==> src/rtl/core/drc_pkg.sv <==
// Shared types and constants of the door relay position controller.
// No dependencies; every other file of the core imports this package.
`default_nettype none

package drc_pkg;

    localparam int TIMER_BITS_DEFAULT = 24;
    localparam int CFG_BITS           = 24;
    localparam int S_TDATA_BITS       = 8;
    localparam int M_TDATA_BITS       = 8;

    localparam logic [CFG_BITS-1:0] RELAY_PULSE_RESET   = 24'd500;
    localparam logic [CFG_BITS-1:0] STUCK_TIMEOUT_RESET = 24'd30000;

    // Configuration register indexes
    localparam logic CFG_RELAY_PULSE   = 1'b0;
    localparam logic CFG_STUCK_TIMEOUT = 1'b1;

    // Item kinds carried in s_tuser
    localparam logic OP_TICK    = 1'b0;
    localparam logic OP_COMMAND = 1'b1;

    // Door command codes; anything above CMD_CLOSE is invalid
    localparam logic [1:0] CMD_OPEN  = 2'd0;
    localparam logic [1:0] CMD_CLOSE = 2'd1;
    localparam logic [1:0] REQ_NONE  = 2'd3;

    // Switch sample, {closed, open}
    localparam logic [1:0] SW_NONE   = 2'b00;
    localparam logic [1:0] SW_OPEN   = 2'b01;
    localparam logic [1:0] SW_CLOSED = 2'b10;
    localparam logic [1:0] SW_BOTH   = 2'b11;

    typedef enum logic [1:0] {
        MODE_UNKNOWN = 2'd0,
        MODE_OPEN    = 2'd1,
        MODE_CLOSED  = 2'd2,
        MODE_MOVING  = 2'd3
    } door_mode_t;

    typedef enum logic [1:0] {
        TMR_NOTSET  = 2'd0,
        TMR_RUNNING = 2'd1,
        TMR_EXPIRED = 2'd2
    } tmr_status_t;

    typedef enum logic [1:0] {
        RESP_ACK           = 2'd0,
        RESP_NAK_INVALID   = 2'd1,
        RESP_NAK_NOT_READY = 2'd2
    } resp_t;

    // Per-timer control for one item
    typedef struct packed {
        logic advance;
        logic start;
        logic clear;
    } tmr_ctl_t;

    typedef struct packed {
        resp_t      response;
        door_mode_t door_status;
        logic       relay_drive;
    } result_t;

endpackage

`default_nettype wire

==> src/rtl/core/door_relay_position_controller_core.sv <==
// Top level of the door relay position controller: ports, configuration,
// timers and result buffer. Depends on drc_pkg, drc_timer, drc_ctrl, drc_outbuf.
`default_nettype none

// Takes one transaction per clock while s_tready is high: a tick (s_tuser
// low) carrying the switch sample, or an open/close command (s_tuser high).
// Each transaction yields exactly one result on the m_ side, registered.
// The whole decision plus the three timer updates is done in the accepting
// cycle, so the sustained rate is one transaction per cycle while m_tready
// keeps up; a two-entry output buffer holds s_tready high while one result
// waits and drops it only with two held. Timers count ticks, not clock cycles.
// The configuration port is always ready; write it only while idle.
module door_relay_position_controller_core #(
    parameter int TIMER_BITS = drc_pkg::TIMER_BITS_DEFAULT
) (
    input  wire logic                          aclk,
    input  wire logic                          aresetn,
    input  wire logic                          s_tvalid,
    output logic                               s_tready,
    // [1:0] door_command, [2] open_switch, [3] closed_switch, [7:4] zero
    input  wire logic [drc_pkg::S_TDATA_BITS-1:0] s_tdata,
    // [0] operation
    input  wire logic                          s_tuser,
    output logic                               m_tvalid,
    input  wire logic                          m_tready,
    // [0] relay_drive, [2:1] door_status, [4:3] response, [7:5] zero
    output logic [drc_pkg::M_TDATA_BITS-1:0]   m_tdata,
    input  wire logic                          cfg_valid,
    output logic                               cfg_ready,
    input  wire logic                          cfg_index,
    input  wire logic [drc_pkg::CFG_BITS-1:0]  cfg_data
);
    import drc_pkg::*;

    logic [CFG_BITS-1:0]   relay_pulse_reg, stuck_timeout_reg;
    logic [TIMER_BITS-1:0] pulse_load, stuck_load;
    logic                  s_accept;
    logic [1:0]            sw;
    tmr_ctl_t              pulse_ctl, stuck_ctl, lost_ctl;
    tmr_status_t           pulse_st, stuck_st, lost_st;
    result_t               result, m_result;

    assign cfg_ready = 1'b1;

    always_ff @(posedge aclk) begin
        if (!aresetn) begin
            relay_pulse_reg   <= RELAY_PULSE_RESET;
            stuck_timeout_reg <= STUCK_TIMEOUT_RESET;
        end else if (cfg_valid && cfg_ready) begin
            case (cfg_index)
                CFG_RELAY_PULSE:   relay_pulse_reg   <= cfg_data;
                CFG_STUCK_TIMEOUT: stuck_timeout_reg <= cfg_data;
                default: ;
            endcase
        end
    end

    assign pulse_load = TIMER_BITS'(relay_pulse_reg);
    assign stuck_load = TIMER_BITS'(stuck_timeout_reg);

    assign s_accept = s_tvalid && s_tready;
    assign sw       = {s_tdata[3], s_tdata[2]};

    drc_ctrl u_ctrl (
        .aclk            (aclk),
        .aresetn         (aresetn),
        .accept          (s_accept),
        .op              (s_tuser),
        .cmd             (s_tdata[1:0]),
        .sw              (sw),
        .stuck_load_zero (stuck_load == '0),
        .pulse_st        (pulse_st),
        .stuck_st        (stuck_st),
        .lost_st         (lost_st),
        .pulse_ctl       (pulse_ctl),
        .stuck_ctl       (stuck_ctl),
        .lost_ctl        (lost_ctl),
        .result          (result)
    );

    drc_timer #(.TIMER_BITS(TIMER_BITS)) u_pulse_timer (
        .aclk       (aclk),
        .aresetn    (aresetn),
        .ctl        (pulse_ctl),
        .load_value (pulse_load),
        .status_adv (pulse_st)
    );

    drc_timer #(.TIMER_BITS(TIMER_BITS)) u_stuck_timer (
        .aclk       (aclk),
        .aresetn    (aresetn),
        .ctl        (stuck_ctl),
        .load_value (stuck_load),
        .status_adv (stuck_st)
    );

    // Lost-switch timer shares the stuck timeout
    drc_timer #(.TIMER_BITS(TIMER_BITS)) u_lost_timer (
        .aclk       (aclk),
        .aresetn    (aresetn),
        .ctl        (lost_ctl),
        .load_value (stuck_load),
        .status_adv (lost_st)
    );

    drc_outbuf u_outbuf (
        .aclk      (aclk),
        .aresetn   (aresetn),
        .push      (s_accept),
        .push_data (result),
        .ready     (s_tready),
        .m_valid   (m_tvalid),
        .m_ready   (m_tready),
        .m_data    (m_result)
    );

    assign m_tdata = {3'b000, m_result.response, m_result.door_status,
                      m_result.relay_drive};

    // A skid entry only exists behind a held output entry
    assert property (@(posedge aclk) disable iff (!aresetn)
        !s_tready |-> m_tvalid)
        else $error("result buffer full without a valid output");

    // Ticks never get a negative response
    assert property (@(posedge aclk) disable iff (!aresetn)
        (s_accept && s_tuser == OP_TICK) |-> result.response == RESP_ACK)
        else $error("nak response on a tick");

    // Both switches active on a tick: relay off and status unknown
    assert property (@(posedge aclk) disable iff (!aresetn)
        (s_accept && s_tuser == OP_TICK && sw == SW_BOTH) |->
            (!result.relay_drive && result.door_status == MODE_UNKNOWN))
        else $error("relay or status wrong with both switches active");

    // An accepted invalid command on an empty output leaves a nak invalid result there in the next cycle
    assert property (@(posedge aclk) disable iff (!aresetn)
        (s_accept && s_tuser == OP_COMMAND && s_tdata[1] && !m_tvalid) |=>
            (m_tvalid && m_result.response == RESP_NAK_INVALID))
        else $error("invalid command not reported");

endmodule

`default_nettype wire

==> src/rtl/core/drc_timer.sv <==
// Down-counting tick timer with not-set / running / expired status.
// Depends on drc_pkg for the status type and the control struct.
`default_nettype none

module drc_timer #(
    parameter int TIMER_BITS = drc_pkg::TIMER_BITS_DEFAULT
) (
    input  wire logic                  aclk,
    input  wire logic                  aresetn,
    input  wire drc_pkg::tmr_ctl_t     ctl,
    input  wire logic [TIMER_BITS-1:0] load_value,
    output drc_pkg::tmr_status_t       status_adv
);
    import drc_pkg::*;

    tmr_status_t           status_reg, status_next;
    logic [TIMER_BITS-1:0] count_reg, count_next;
    logic [TIMER_BITS-1:0] count_adv;

    // Status and count as they stand after one tick; taken only when advancing
    always_comb begin
        count_adv  = count_reg;
        status_adv = status_reg;
        if (status_reg == TMR_RUNNING) begin
            if (count_reg != '0) begin
                count_adv = count_reg - TIMER_BITS'(1);
            end
            if (count_adv == '0) begin
                status_adv = TMR_EXPIRED;
            end
        end
    end

    always_comb begin
        if (ctl.start) begin
            count_next  = load_value;
            status_next = (load_value == '0) ? TMR_EXPIRED : TMR_RUNNING;
        end else if (ctl.clear) begin
            count_next  = '0;
            status_next = TMR_NOTSET;
        end else if (ctl.advance) begin
            count_next  = count_adv;
            status_next = status_adv;
        end else begin
            count_next  = count_reg;
            status_next = status_reg;
        end
    end

    always_ff @(posedge aclk) begin
        if (!aresetn) begin
            status_reg <= TMR_NOTSET;
            count_reg  <= '0;
        end else begin
            status_reg <= status_next;
            count_reg  <= count_next;
        end
    end

endmodule

`default_nettype wire

==> src/rtl/core/drc_ctrl.sv <==
// Door mode, seek phase and relay state; decides one accepted tick or command per cycle.
// Depends on drc_pkg; drives the three drc_timer instances of the top level.
`default_nettype none

module drc_ctrl (
    input  wire logic                 aclk,
    input  wire logic                 aresetn,
    input  wire logic                 accept,
    input  wire logic                 op,
    input  wire logic [1:0]           cmd,
    input  wire logic [1:0]           sw,
    input  wire logic                 stuck_load_zero,
    input  wire drc_pkg::tmr_status_t pulse_st,
    input  wire drc_pkg::tmr_status_t stuck_st,
    input  wire drc_pkg::tmr_status_t lost_st,
    output drc_pkg::tmr_ctl_t         pulse_ctl,
    output drc_pkg::tmr_ctl_t         stuck_ctl,
    output drc_pkg::tmr_ctl_t         lost_ctl,
    output drc_pkg::result_t          result
);
    import drc_pkg::*;

    door_mode_t mode_reg, mode_next;
    logic       seeking_reg, seeking_next;
    logic       seek_pulse_reg, seek_pulse_next;
    logic [1:0] last_req_reg, last_req_next;
    logic       relay_reg, relay_next;
    resp_t      resp;
    logic       stuck_expired;

    always_comb begin
        mode_next       = mode_reg;
        seeking_next    = seeking_reg;
        seek_pulse_next = seek_pulse_reg;
        last_req_next   = last_req_reg;
        relay_next      = relay_reg;
        resp            = RESP_ACK;
        pulse_ctl       = '0;
        stuck_ctl       = '0;
        lost_ctl        = '0;
        stuck_expired   = 1'b0;

        if (accept && op == OP_TICK) begin
            pulse_ctl.advance = 1'b1;
            stuck_ctl.advance = 1'b1;
            lost_ctl.advance  = 1'b1;

            if (sw == SW_BOTH) begin
                relay_next = 1'b0;
            end else if (pulse_st != TMR_RUNNING) begin
                if (pulse_st == TMR_EXPIRED) begin
                    pulse_ctl.clear = 1'b1;
                    relay_next      = 1'b0;
                end

                if (seeking_reg) begin
                    stuck_expired = (stuck_st == TMR_EXPIRED);
                    if (sw == SW_NONE && !seek_pulse_reg) begin
                        pulse_ctl.start = 1'b1;
                        pulse_ctl.clear = 1'b0;
                        relay_next      = 1'b1;
                        mode_next       = MODE_UNKNOWN;
                        stuck_ctl.start = 1'b1;
                        seek_pulse_next = 1'b1;
                        stuck_expired   = stuck_load_zero;
                    end
                    if (sw == SW_OPEN) begin
                        mode_next       = MODE_OPEN;
                        seeking_next    = 1'b0;
                        stuck_ctl.start = 1'b0;
                        stuck_ctl.clear = 1'b1;
                    end else if (sw == SW_CLOSED) begin
                        mode_next       = MODE_CLOSED;
                        seeking_next    = 1'b0;
                        stuck_ctl.start = 1'b0;
                        stuck_ctl.clear = 1'b1;
                    end else if (stuck_expired) begin
                        mode_next       = MODE_UNKNOWN;
                        seeking_next    = 1'b0;
                        stuck_ctl.start = 1'b0;
                        stuck_ctl.clear = 1'b1;
                    end
                end else if (mode_reg == MODE_MOVING) begin
                    if (last_req_reg == CMD_OPEN && sw == SW_OPEN) begin
                        mode_next       = MODE_OPEN;
                        stuck_ctl.clear = 1'b1;
                    end else if (last_req_reg == CMD_CLOSE && sw == SW_CLOSED) begin
                        mode_next       = MODE_CLOSED;
                        stuck_ctl.clear = 1'b1;
                    end else if (stuck_st == TMR_EXPIRED) begin
                        mode_next       = MODE_UNKNOWN;
                        stuck_ctl.clear = 1'b1;
                    end
                end else begin
                    // Follow spontaneous changes between the two ends; from unknown, take up either end
                    case (mode_reg)
                        MODE_OPEN: begin
                            if (sw == SW_CLOSED) mode_next = MODE_CLOSED;
                        end
                        MODE_CLOSED: begin
                            if (sw == SW_OPEN) mode_next = MODE_OPEN;
                        end
                        default: begin
                            if (sw == SW_OPEN) mode_next = MODE_OPEN;
                            if (sw == SW_CLOSED) mode_next = MODE_CLOSED;
                        end
                    endcase

                    if (sw == SW_NONE) begin
                        if (lost_st == TMR_NOTSET) begin
                            lost_ctl.start = 1'b1;
                        end else if (lost_st == TMR_EXPIRED) begin
                            lost_ctl.clear = 1'b1;
                            mode_next      = MODE_UNKNOWN;
                        end
                    end else begin
                        lost_ctl.clear = 1'b1;
                    end
                end
            end
        end else if (accept) begin
            if (cmd != CMD_OPEN && cmd != CMD_CLOSE) begin
                resp = RESP_NAK_INVALID;
            end else if (seeking_reg) begin
                last_req_next = cmd;
            end else if (!(mode_reg inside {MODE_OPEN, MODE_CLOSED})) begin
                resp = RESP_NAK_NOT_READY;
            end else if ((mode_reg == MODE_CLOSED && cmd == CMD_OPEN) ||
                         (mode_reg == MODE_OPEN && cmd == CMD_CLOSE)) begin
                last_req_next   = cmd;
                pulse_ctl.start = 1'b1;
                relay_next      = 1'b1;
                mode_next       = MODE_MOVING;
                stuck_ctl.start = 1'b1;
            end
        end
    end

    always_comb begin
        result.relay_drive = relay_next;
        result.door_status = (sw == SW_BOTH) ? MODE_UNKNOWN : mode_next;
        result.response    = resp;
    end

    always_ff @(posedge aclk) begin
        if (!aresetn) begin
            mode_reg       <= MODE_UNKNOWN;
            seeking_reg    <= 1'b1;
            seek_pulse_reg <= 1'b0;
            last_req_reg   <= REQ_NONE;
            relay_reg      <= 1'b0;
        end else begin
            mode_reg       <= mode_next;
            seeking_reg    <= seeking_next;
            seek_pulse_reg <= seek_pulse_next;
            last_req_reg   <= last_req_next;
            relay_reg      <= relay_next;
        end
    end

endmodule

`default_nettype wire

==> src/rtl/core/drc_outbuf.sv <==
// Two-entry result buffer: output register plus skid register.
// Depends on drc_pkg for the result struct.
`default_nettype none

module drc_outbuf (
    input  wire logic             aclk,
    input  wire logic             aresetn,
    input  wire logic             push,
    input  wire drc_pkg::result_t push_data,
    output logic                  ready,
    output logic                  m_valid,
    input  wire logic             m_ready,
    output drc_pkg::result_t      m_data
);
    import drc_pkg::*;

    logic    out_valid_reg, skid_valid_reg;
    result_t out_data_reg, skid_data_reg;
    logic    pop;

    assign pop     = out_valid_reg && m_ready;
    assign ready   = !skid_valid_reg;
    assign m_valid = out_valid_reg;
    assign m_data  = out_data_reg;

    always_ff @(posedge aclk) begin
        if (!aresetn) begin
            out_valid_reg  <= 1'b0;
            skid_valid_reg <= 1'b0;
        end else if (skid_valid_reg) begin
            if (pop) begin
                skid_valid_reg <= 1'b0;
            end
        end else if (push) begin
            if (!out_valid_reg || pop) begin
                out_valid_reg <= 1'b1;
            end else begin
                skid_valid_reg <= 1'b1;
            end
        end else if (pop) begin
            out_valid_reg <= 1'b0;
        end
    end

    // Payload: advance skid into output, or capture the new transaction
    always_ff @(posedge aclk) begin
        if (skid_valid_reg) begin
            if (pop) out_data_reg <= skid_data_reg;
        end else if (push) begin
            if (!out_valid_reg || pop) begin
                out_data_reg <= push_data;
            end else begin
                skid_data_reg <= push_data;
            end
        end
    end

endmodule

`default_nettype wire
==> config.mk <==
export PLATFORM = sky130hd
export DESIGN_NAME = door_relay_position_controller_core
export DESIGN_NICKNAME = d
export VERILOG_FILES = /design/src/rtl/core/drc_pkg.sv /design/src/rtl/core/door_relay_position_controller_core.sv /design/src/rtl/core/drc_timer.sv /design/src/rtl/core/drc_ctrl.sv /design/src/rtl/core/drc_outbuf.sv
export SDC_FILE = /design/constraint.sdc
export NUM_CORES = 1
export LEC_CHECK = 0
export ABC_AREA = 1
export CAP_MARGIN = 20
export CELL_PAD_IN_SITES_DETAIL_PLACEMENT = 0
export CELL_PAD_IN_SITES_GLOBAL_PLACEMENT = 1
export CORE_ASPECT_RATIO = 2
export CORE_MARGIN = 4
export CORE_UTILIZATION = 41
export DETAILED_ROUTE_END_ITERATION = 6
export DONT_BUFFER_PORTS = 1
export GPL_TIMING_DRIVEN = 0
export PLACE_DENSITY_LB_ADDON = 0.1
export SLEW_MARGIN = 30
export SYNTH_ARGS = -nofsm -noshare
export SYNTH_HDL_FRONTEND = slang
export SYNTH_SLANG_ARGS = --single-unit
==> constraint.sdc <==
create_clock -name aclk -period 2.9 [get_ports aclk]
set_clock_uncertainty 0.1 [all_clocks]
set_input_delay 0.58 -clock aclk [delete_from_list [all_inputs] [get_ports aclk]]
set_output_delay 0.58 -clock aclk [all_outputs]
set_load 0.03 [all_outputs]
# Yosys cells after proc, flatten, opt, wreduce, memory -nomap -nowiden
# Cells that the tools add are included.
# W data, S select, Z words.
word_totals:
  regBits: 145
  in_bits: 39
  out_inout_bits: 11
  word_cells: 234
op_classes:
  add_sub_neg: 3
  eq_ne: 18
  mux: 135
  bitwise: 7
  n_reduce_logical: 50
ops:
  columns: ["operator", "count"]
  rows:
  - ["$mux W24", 18]
  - ["$mux W2", 61]
  - ["$logic_not A24 Y1", 5]
  - ["$reduce_bool A24 Y1", 3]
  - ["$sub A24 B1 Y24 const B", 3]
  - ["$mux W1", 50]
  - ["$mux W5", 4]
  - ["$reduce_bool A3 Y1", 6]
  - ["$eq A2 B1 Y1 const B", 7]
  - ["$eq A2 B2 Y1 const B", 7]
  - ["$reduce_bool A2 Y1", 7]
  - ["$reduce_and A3 Y1", 4]
  - ["$reduce_and A2 Y1", 5]
  - ["$reduce_and A5 Y1", 2]
  - ["$logic_and A1 B1 Y1", 9]
  - ["$logic_not A2 Y1", 4]
  - ["$not A1 Y1", 7]
  - ["$ne A2 B1 Y1 const B", 3]
  - ["$pmux W2 S2", 1]
  - ["$logic_not A1 Y1", 3]
  - ["$mux W3", 1]
  - ["$logic_or A1 B1 Y1", 2]
  - ["$ne A2 B2 Y1 const B", 1]

# Longest topological paths before layout
# Gate-level depths: netlist of run 1.
depth:
  word_depth: 23
  depth_mapped: 25
  ltp_nobuf: 24

# By module
# Synthesis of run 1 repeated with hierarchy kept, for this count alone.
hier_totals:
  cells_unflattened: 1547
  hier_area_um2: 9784.4
modules_own_cells:
  columns: ["module", "n_inst", "cells_per_inst", "area_each_um2", "seq_area_each_um2"]
  rows:
  - ["drc_timer", 3, 374, 2208.4, 520.5]
  - ["door_relay_position_controller_core", 1, 239, 1879.3, 960.9]
  - ["drc_ctrl", 1, 139, 780.7, 140.1]
  - ["drc_outbuf", 1, 47, 499.2, 340.3]

# Least setup slack after synthesis of run 1
# OpenSTA, ideal clock, no wires.
synth_timing:
  path_type: "register -> register"
  start: "reg u_pulse_timer.count_reg[0]"
  end: "reg u_stuck_timer.count_reg[10]"
  setup_ns: 0.114
  arrival_ns: 2.634
  t_required_ns: 2.686
  slack_ns: 0.052
  path_stages_with_launch: 22
  n_path_buf: 2
  period_less_slack_ns: 2.848
  path_cell_list: "dfxtp_1 inv_1 ha_1 nand2_4 nor2_4 nand3_4 buf_6 nand2_1 inv_2 nor3_2 nand3_1 nor2_1 nand2_1 nand2_4 nand2_4 nor2_2 nand3_4 nand2_4 buf_2 nor2_1 nor2_1 nor2_1"
synth_via:
  elab_chain_cells: 12
  elab_cells_between_ends: 17
  cone_classes: "add/sub (1); eq/ne (1); mux (10); reduce/logical (5)"
synth_rtl:
  columns: ["item", "line", "text"]
  rows:
  - ["start: declaration", "drc_timer.sv:17", "logic [TIMER_BITS-1:0] count_reg, count_next;"]
  - ["start signal: assignment", "drc_timer.sv:56", "count_reg <= count_next;"]
  - ["$sub A24 B1 Y24 or $reduce_bool A24 Y1 (tied branches)", "drc_timer.sv:26, drc_timer.sv:25", null]
  - ["$mux W24 (*)", "drc_timer.sv:25", "if (count_reg != '0) begin"]
  - ["$mux W24 (*)", "drc_timer.sv:24", "if (status_reg == TMR_RUNNING) begin"]
  - ["$logic_not A24 Y1 (*)", "drc_timer.sv:28", "if (count_adv == '0) begin"]
  - ["$mux W2 (*)", "drc_timer.sv:28", null]
  - ["$mux W2 (*)", "drc_timer.sv:24", null]
  - ["$ne A2 B1 Y1 (*)", "drc_ctrl.sv:50", "end else if (pulse_st != TMR_RUNNING) begin"]
  - ["$mux W2 (*)", "drc_ctrl.sv:50", null]
  - ["$mux W2 (*)", "drc_ctrl.sv:48", "if (sw == SW_BOTH) begin"]
  - ["$mux W1", "drc_ctrl.sv:43", "if (accept && op == OP_TICK) begin"]
  - ["$reduce_bool A3 Y1 (no source line) or $mux W24 (tied branches)", null, null]
  - ["$reduce_and A2 Y1 (no source line) or $mux W24 (tied branches)", null, null]
  - ["end signal: assignment", "drc_timer.sv:56", null]
  - ["end: declaration", "drc_timer.sv:17", null]
# Every way passes the cells marked *; elsewhere a longest branch is shown, timed or not. The select of a mux whose other input is x is not followed.
# A chain may end at the register's enable or synchronous reset.

# Worst setup path in the final report of run 1
layout_timing:
  start: "reg u_pulse_timer.count_reg[1]"
  end: "reg u_lost_timer.count_reg[7]"
layout_via:
  elab_chain_cells: 12
  elab_cells_between_ends: 16
  cone_classes: "add/sub (1); eq/ne (1); mux (9); reduce/logical (5)"
layout_rtl:
  columns: ["item", "line"]
  rows:
  - ["$sub A24 B1 Y24 or $reduce_bool A24 Y1 (tied branches)", "drc_timer.sv:26, drc_timer.sv:25"]
  - ["$mux W24 (*)", "drc_timer.sv:25"]
  - ["$mux W24 (*)", "drc_timer.sv:24"]
  - ["$logic_not A24 Y1 (*)", "drc_timer.sv:28"]
  - ["$mux W2 (*)", "drc_timer.sv:28"]
  - ["$mux W2 (*)", "drc_timer.sv:24"]
  - ["$ne A2 B1 Y1 (*)", "drc_ctrl.sv:50"]
  - ["$mux W2 (*)", "drc_ctrl.sv:50"]
  - ["$mux W2 (*)", "drc_ctrl.sv:48"]
  - ["$mux W3 (*)", "drc_ctrl.sv:43"]
  - ["$reduce_bool A3 Y1 (no source line) or $mux W24 (tied branches)", null]
  - ["$reduce_and A2 Y1 (no source line) or $mux W24 (tied branches)", null]
  - ["end signal: assignment", "drc_timer.sv:56"]
  - ["end: declaration", "drc_timer.sv:17"]
# Marked as above.

==> results.py, run 1 <==
metrics = {
    "power_and_ir_drop": {
        "seqPwrFrac": 0.324,
        "vdd_drop_max_mv": 0.5737,
        "clock_power_share": 0.322,
        "power_leakage_nw": 5.860,
        "powerDensity_nw_per_um2": 595.6,
        "switching_share": 0.3758,
        "finalPower_mw": 7.060,
        "p_comb_frac": 0.354,
        "intPower_mw": 4.407,
        "switchingPower_mw": 2.653,
    },
    "critical_path": {
        "path_cells": "inv_2 > ha_4 > nand2_4 > nor2_4 > nand3_4 > buf_6 > xor2_2 > inv_2 > nor2_4 > nand3_2 > nor2_2 > nand2_2 > nand2_4 > nand2_4 > nor2_4 > o31ai_4 > nand2_1 > nand2_2 > buf_8 > buf_12 > nor2_4 > nor2_1",
        "r2r-start": "u_pulse_timer.count_reg[1]",
        "startpoint_type": "register",
        "r2r_slack_ns": -0.29,
        "crit_start": "u_pulse_timer.count_reg[1]",
        "cp_max_fo": 10,
        "end_kind": "register",
        "worst-setup-path-type": "reg2reg",
        "cpMostUsedCell": "nor2_4",
        "critical-path-max-stage-delay_ns": 0.33,
        "required_ns": 3.14,
        "rr_worst_depth": 22,
        "cpMaxStageDelayCell": "dfxtp_2",
        "cp.arrival_ns": 3.44,
        "rr_endpoint": "u_lost_timer.count_reg[7]",
        "setup.worst_path.end": "u_lost_timer.count_reg[7]",
    },
    "cts": {
        "path_clk_slew_ns": 0.06,
        "cts_num_sinks": 145,
        "cts_tree": "done",
        "clockBufferDepth": 2,
        "clock_latency_ns": 0.45,
        "cts_buffers": 17,
        "htreeDepth": 4,
        "cts_hold_buffers": 0,
        "clockRootBuffer": "clkbuf_16",
    },
    "synthesis": {
        "netlist_instances": 1606,
        "synth_area_um2": 9623,
        "synth_edf_count": 10,
        "ys_seq_area_frac": 0.3121,
        "async_flop_share": 0,
        "ys_ff_latch": 145,
        "syn_avg_cell_area_um2": 5.992,
        "synth.yosys.warnings": 0,
        "ys.flop_type": "dfxtp_1",
        "synth.distinct_cells": 43,
    },
    "timing": {
        "period_share": 1.101,
        "hold_slack_ns": 0.1569,
        "hold_viol": 0,
        "fin_ws_ns": -0.2925,
        "tightest_slew_ns": 0.6925,
        "drv_slew": 0,
        "fin_crit_ns": 3.193,
        "max_freq_mhz": 313.2,
        "setup_violations": 79,
        "slew_headroom": 0.5383,
        "rsz0062_at_grt": "yes",
    },
    "global_route": {
        "grt_use_total": 0.2763,
        "antenna_found_initial": 1,
        "grt_max_degree": 17,
        "first_global_vias": 10340,
        "globalRouteOverflowTotal": 0,
        "grt_first_pass_wirelength_um": 54650,
    },
    "cells_and_area": {
        "n_fill_cell": 2531,
        "final_area_um2": 11850,
        "regArea_um2": 3019,
        "multiInputGateArea_um2": 6375,
        "fin_util": 0.5103,
        "final_nets": 1730,
        "syn2layout_area_growth_pct": 23.17,
        "drive_above_1_share": 0.1758,
    },
    "status": {
        "violations": "setup timing",
        "status": "complete, but fails checks",
    },
    "detailed_routing": {
        "wl_per_cell_um": 17.80,
        "drt_iter0_markers": 576,
        "via_count": 10210,
        "via_per_inst": 5.154,
        "final_antenna_net_count": 0,
        "postRouteWirelength_um": 35240,
        "drc": 0,
        "drt_pass1_iterations": 6,
    },
    "placed_design": {
        "port_buffers": 0,
        "dpl-instance-area_um2": 9985,
        "place.gp.congestion": 0.9638,
        "dp_hpwl_um": 27980,
    },
    "hold_path": {
        "hp-class": "in2reg",
    },
    "floorplanning": {
        "start_util": 0.4143,
        "die-area_um2": 26130,
        "core_area_um2": 23230,
        "rows": 79,
        "io_pins": 50,
        "die_width_um": 116.3,
        "die_height_um": 224.7,
    },
    "run": {
        "maxCapViolations": 0,
    },
}
==> worst min path at each step <==
stage | start | end | slack [ns] | cells after the start
after floorplan | u_ctrl.seek_pulse_reg | u_ctrl.seek_pulse_reg | 0.33 | 2
after global placement | u_ctrl.seek_pulse_reg | u_ctrl.seek_pulse_reg | 0.34 | 2
after detailed placement | u_ctrl.seek_pulse_reg | u_ctrl.seek_pulse_reg | 0.34 | 2
after CTS | cfg_data[5] | pulse_load[5] | 0.15 | 2
after global routing | cfg_data[23] | pulse_load[23] | 0.16 | 2
final | cfg_data[5] | pulse_load[5] | 0.16 | 2
==> layout make-up <==
type,instances,share of cell area
antenna,2,0.0004223
buffer,61,0.03737
clock buffer,19,0.03916
clock inverter,12,0.01087
inverter,149,0.04803
multi-input combinational,1252,0.5378
sequential,145,0.2547
tap,283,0.02987
timing repair buffer,57,0.04170
==> cells in the mapped netlist (3+ instances only) <==
cell      count  area, um^2
and2_1        5       31.28
nand3b_1     13       97.59
nand3_1      83       415.4
xor2_1       43       376.6
o21ai_0      62       310.3
o21bai_1     16       120.1
nand2_1     480        1802
edfxtp_1     10       300.3
clkbuf_1     29       108.9
o22ai_1      22       137.6
nand3_4       3       52.55
a21oi_1      35       175.2
o21ai_1      13       65.06
o211ai_1      9       67.56
buf_4        10       75.07
nand2_4       6       67.56
nor2_1      380        1426
nand3_2       3       30.03
nor2_4        3       33.78
nor4_1        9       56.30
nor2_2        7       43.79
buf_6         6       67.56
nor3_1       12       60.06
dfxtp_1     135        2703
buf_2        16       80.08
inv_2         5       18.77
inv_1       143       536.8
nand4_1      23       143.9
ha_1          8       100.1
==> cell usage in the layout, fill, tap and decap left out, types with 25 or more instances in the layout <==
cell / n
nand2_1: 456
nor2_1: 305
inv_1: 134
dfxtp_1: 124
nand3_1: 76
o21ai_0: 58
buf_4: 58
nor2_2: 54
xor2_1: 40
a21oi_1: 33
nor2_4: 31
clkbuf_1: 25
==> per-layer routing <==
layer,up-vias,track usage,wire (um)
met2,225,0.5357,19910
met1,4657,0.2631,12160
met4,0,0.1607,2156
li1,5223,-,-
met5,-,0,0
met3,100,0.04066,1003
==> per-stage QoR <==
step	instances	worst slack (ns)	setup TNS [ns]
after CTS	1971	-0.1908	-8.075
after detailed placement	1891	-1.028	-64.81
final	1980	-0.2925	-14.06
after global routing	1980	-0.4226	-27.82
after global placement	1891	-1.032	-64.31
after floorplan	1608	0.05177	0
==> power groups by stage <==
stage	clock [mW]	combinational [mW]	sequential (mW)
after floorplan	0	1.59	2.27
after global placement	0	2.07	2.32
after detailed placement	0	2.08	2.31
after CTS	2.31	2.40	2.28
after global routing	2.38	2.79	2.30
final	2.27	2.50	2.29
==> critical path, delay by kind of cell, from the launching register on <==
family / cells / cell delay, ns
compound gates: 1 / 0.09
xor+xnor: 1 / 0.14
flops: 1 / 0.33
fa+ha+maj: 1 / 0.16
buf+inv: 5 / 0.66
simple gates: 14 / 1.61
==> cell families after synthesis <==
| kind of cell | share of synthesized area |
|---|---|
| AND/OR/NAND/NOR | 0.4457 |
| buffers and inverters | 0.09296 |
| AO/OA/AOI/OAI | 0.09804 |
| flip-flops | 0.3121 |
| XOR/XNOR | 0.04005 |
| adder cells (fa/ha/maj) | 0.01040 |
| other | 0.0007804 |
==> timing repair <==
| action | in CTS | in global routing |
|---|---|---|
| hold endpoints to repair | 0 | 0 |
| buffers inserted | 46 | 7 |
| pin swaps | 42 | 10 |
| gates resized for setup | 205 | 41 |
| endpoints found under the setup margin | 87 | 87 |
| cloned | 4 | 0 |
Power figures use the tool's default switching activity.
==> run 2, diff against run 1 <==
--- a/config.mk
+++ b/config.mk
@@ -16,7 +16,8 @@
 export DONT_BUFFER_PORTS = 1
 export GPL_TIMING_DRIVEN = 0
 export PLACE_DENSITY_LB_ADDON = 0.1
-export SLEW_MARGIN = 30
+export SETUP_SLACK_MARGIN = 0.1
+export SLEW_MARGIN = 10
 export SYNTH_ARGS = -nofsm -noshare
 export SYNTH_HDL_FRONTEND = slang
 export SYNTH_SLANG_ARGS = --single-unit
==> run 2 against run 1 <==
The run ends with DRC, setup timing left; sequential share of layout area is 2.7 points lower; routed wire length increased by 6.5%; global-route usage is 1.5 points higher; fmax up 2.0%; core utilization up 6.6 points; first-iteration DRC count is 5.9% higher; sequential power is essentially flat; die area unchanged; via count rose by 4.4%; non-clock buffer count grew 53; worst setup slack gained 0.062 ns.
==> results.py, run 2 (same netlist as run 1, synthesis figures left out) <==
metrics = {
    "timing": {
        "fin_ws_ns": -0.2305,
        "setup_violations": 82,
        "tightest_slew_ns": 0.7018,
        "rsz0062_at_grt": "yes",
        "max_freq_mhz": 319.4,
        "period_share": 1.079,
        "drv_slew": 0,
        "slew_headroom": 0.5322,
        "hold_slack_ns": 0.1639,
        "hold_viol": 0,
        "fin_crit_ns": 3.131,
    },
    "placed_design": {
        "place_ws_ns": -1.055,
        "dpl-instance-area_um2": 9997,
        "place.gp.congestion": 0.9606,
        "port_buffers": 0,
        "dp_hpwl_um": 28030,
    },
    "power_and_ir_drop": {
        "finalPower_mw": 7.843,
        "power_leakage_nw": 6.339,
        "vdd_drop_max_mv": 0.5771,
        "powerDensity_nw_per_um2": 586.3,
    },
    "cells_and_area": {
        "final_cell_mix": "396 x nand2_1, 252 x nor2_1, 132 x inv_1",
        "final_nets": 1783,
        "drive_above_1_share": 0.2899,
        "syn2layout_area_growth_pct": 39.02,
        "layout_commonest_cell": "nand2_1",
        "final_area_um2": 13380,
        "fin_util": 0.5759,
    },
    "floorplanning": {
        "rows": 79,
        "start_util": 0.4143,
        "die-area_um2": 26130,
        "die_height_um": 224.7,
        "core_area_um2": 23230,
        "die_width_um": 116.3,
        "io_pins": 50,
    },
    "status": {
        "violations": "DRC, setup timing",
        "status": "complete, but fails checks",
    },
    "cts": {
        "htreeDepth": 4,
        "clockRootBuffer": "clkbuf_16",
        "cts_tree": "done",
        "clockBufferDepth": 2,
        "cts_buffers": 17,
        "clock_latency_ns": 0.45,
        "path_clk_slew_ns": 0.06,
        "cts_hold_buffers": 0,
        "cts_num_sinks": 145,
    },
    "detailed_routing": {
        "via_per_inst": 5.237,
        "drt_pass1_iterations": 7,
        "via_count": 10650,
        "final_antenna_net_count": 0,
        "drc": 1,
        "wl_per_cell_um": 18.45,
        "drt_iter0_markers": 610,
        "postRouteWirelength_um": 37540,
    },
    "critical_path": {
        "path_cells": "inv_2 > ha_4 > nand2_4 > nor2_4 > nand3_4 > buf_16 > nand2_1 > nand2_1 > nor2_2 > nand2_1 > nor2_4 > nand2_4 > nand2_8 > nand2_8 > nor2_4 > o31ai_4 > nand2_2 > nand2_4 > buf_8 > buf_12 > nor2_4 > nor2_1",
        "cp.arrival_ns": 3.37,
        "required_ns": 3.14,
        "cpMostUsedCell": "nor2_4",
        "r2r-start": "u_pulse_timer.count_reg[1]",
        "crit_start": "u_pulse_timer.count_reg[1]",
        "cp_max_fo": 10,
        "r2r_slack_ns": -0.23,
        "rr_worst_depth": 22,
        "startpoint_type": "register",
        "end_kind": "register",
        "cpLargestDelayFamily": "simple AND/OR/NAND/NOR gates",
        "critical-path-max-stage-delay_ns": 0.34,
        "cpMaxStageDelayCell": "dfxtp_2",
        "cp_num_buf_inv": 4,
        "rr_endpoint": "u_lost_timer.count_reg[6]",
        "worst-setup-path-type": "reg2reg",
    },
    "global_route": {
        "grt_max_degree": 17,
        "globalRouteOverflowTotal": 0,
        "grt_first_pass_wirelength_um": 57520,
        "grt_use_total": 0.2910,
        "first_global_vias": 10920,
        "antenna_found_initial": 1,
    },
    "run": {
        "maxCapViolations": 0,
    },
    "hold_path": {
        "holdPathStages": 2,
        "hp-class": "in2reg",
        "min_from": "cfg_data[5]",
        "min_to": "pulse_load[5]",
    },
}
run 2: changes by cell type in the layout (fill, tap and decap cells not counted), sizes merged:
cell and delta:
inv -3, clkinvlp +2, buf +51, clkbuf +4
run 2: layer usage:
layer	share of wire	vias to the layer above	global-route usage
met3	0.036	146	0.04389
met5	0	-	0
met4	0.085	0	0.2308
met2	0.54	282	0.5377
met1	0.34	4876	0.2731
li1	-	5348	-
run 2: cell type report:
type                    count  area, um^2
fillers                  2286        9851
multi-input cells        1252        7169
inverters                 149       583.1
flip-flops and latches    145        3047
clock buffers              21       460.4
plain buffers              62       560.5
repair buffers            109        1069
diodes                      2       5.005
well taps                 283       354.1
clock inverters            11       130.1
run 2: per-stage QoR:
| stage | std cells | TNS [ns] |
|---|---|---|
| 6_report | 2034 | -11.17 |
| 3_3_place_gp | 1891 | -63.57 |
| 4_1_cts | 2023 | -7.347 |
| 5_1_grt | 2034 | -25.09 |
| 3_5_place_dp | 1891 | -65.05 |
| 2_1_floorplan | 1608 | 0 |
run 2: worst max-delay path by stage:
stage,to,slack (ns),depth (start not counted)
after CTS,u_lost_timer.count_reg[6],-0.19,22
after detailed placement,u_lost_timer.count_reg[10],-1.05,19
after global placement,u_lost_timer.count_reg[10],-1.03,19
after global routing,u_stuck_timer.count_reg[19],-0.38,20
after floorplan,u_stuck_timer.count_reg[10],0.12,19
final,u_lost_timer.count_reg[6],-0.23,22
run 2: repair_timing:
item,CTS,global route
gates resized for setup,435,100
setup buffers,95,11
cloned,10,0
endpoints found under the setup margin,89,88
pin swaps,150,34
run 2: power by group:
| group | switching, mW | internal, mW | leakage, nW |
|---|---|---|---|
| sequential | 0.158 | 2.14 | 1.21 |
| clock | 0.945 | 1.32 | 0.276 |
| combinational | 1.93 | 1.35 | 4.85 |
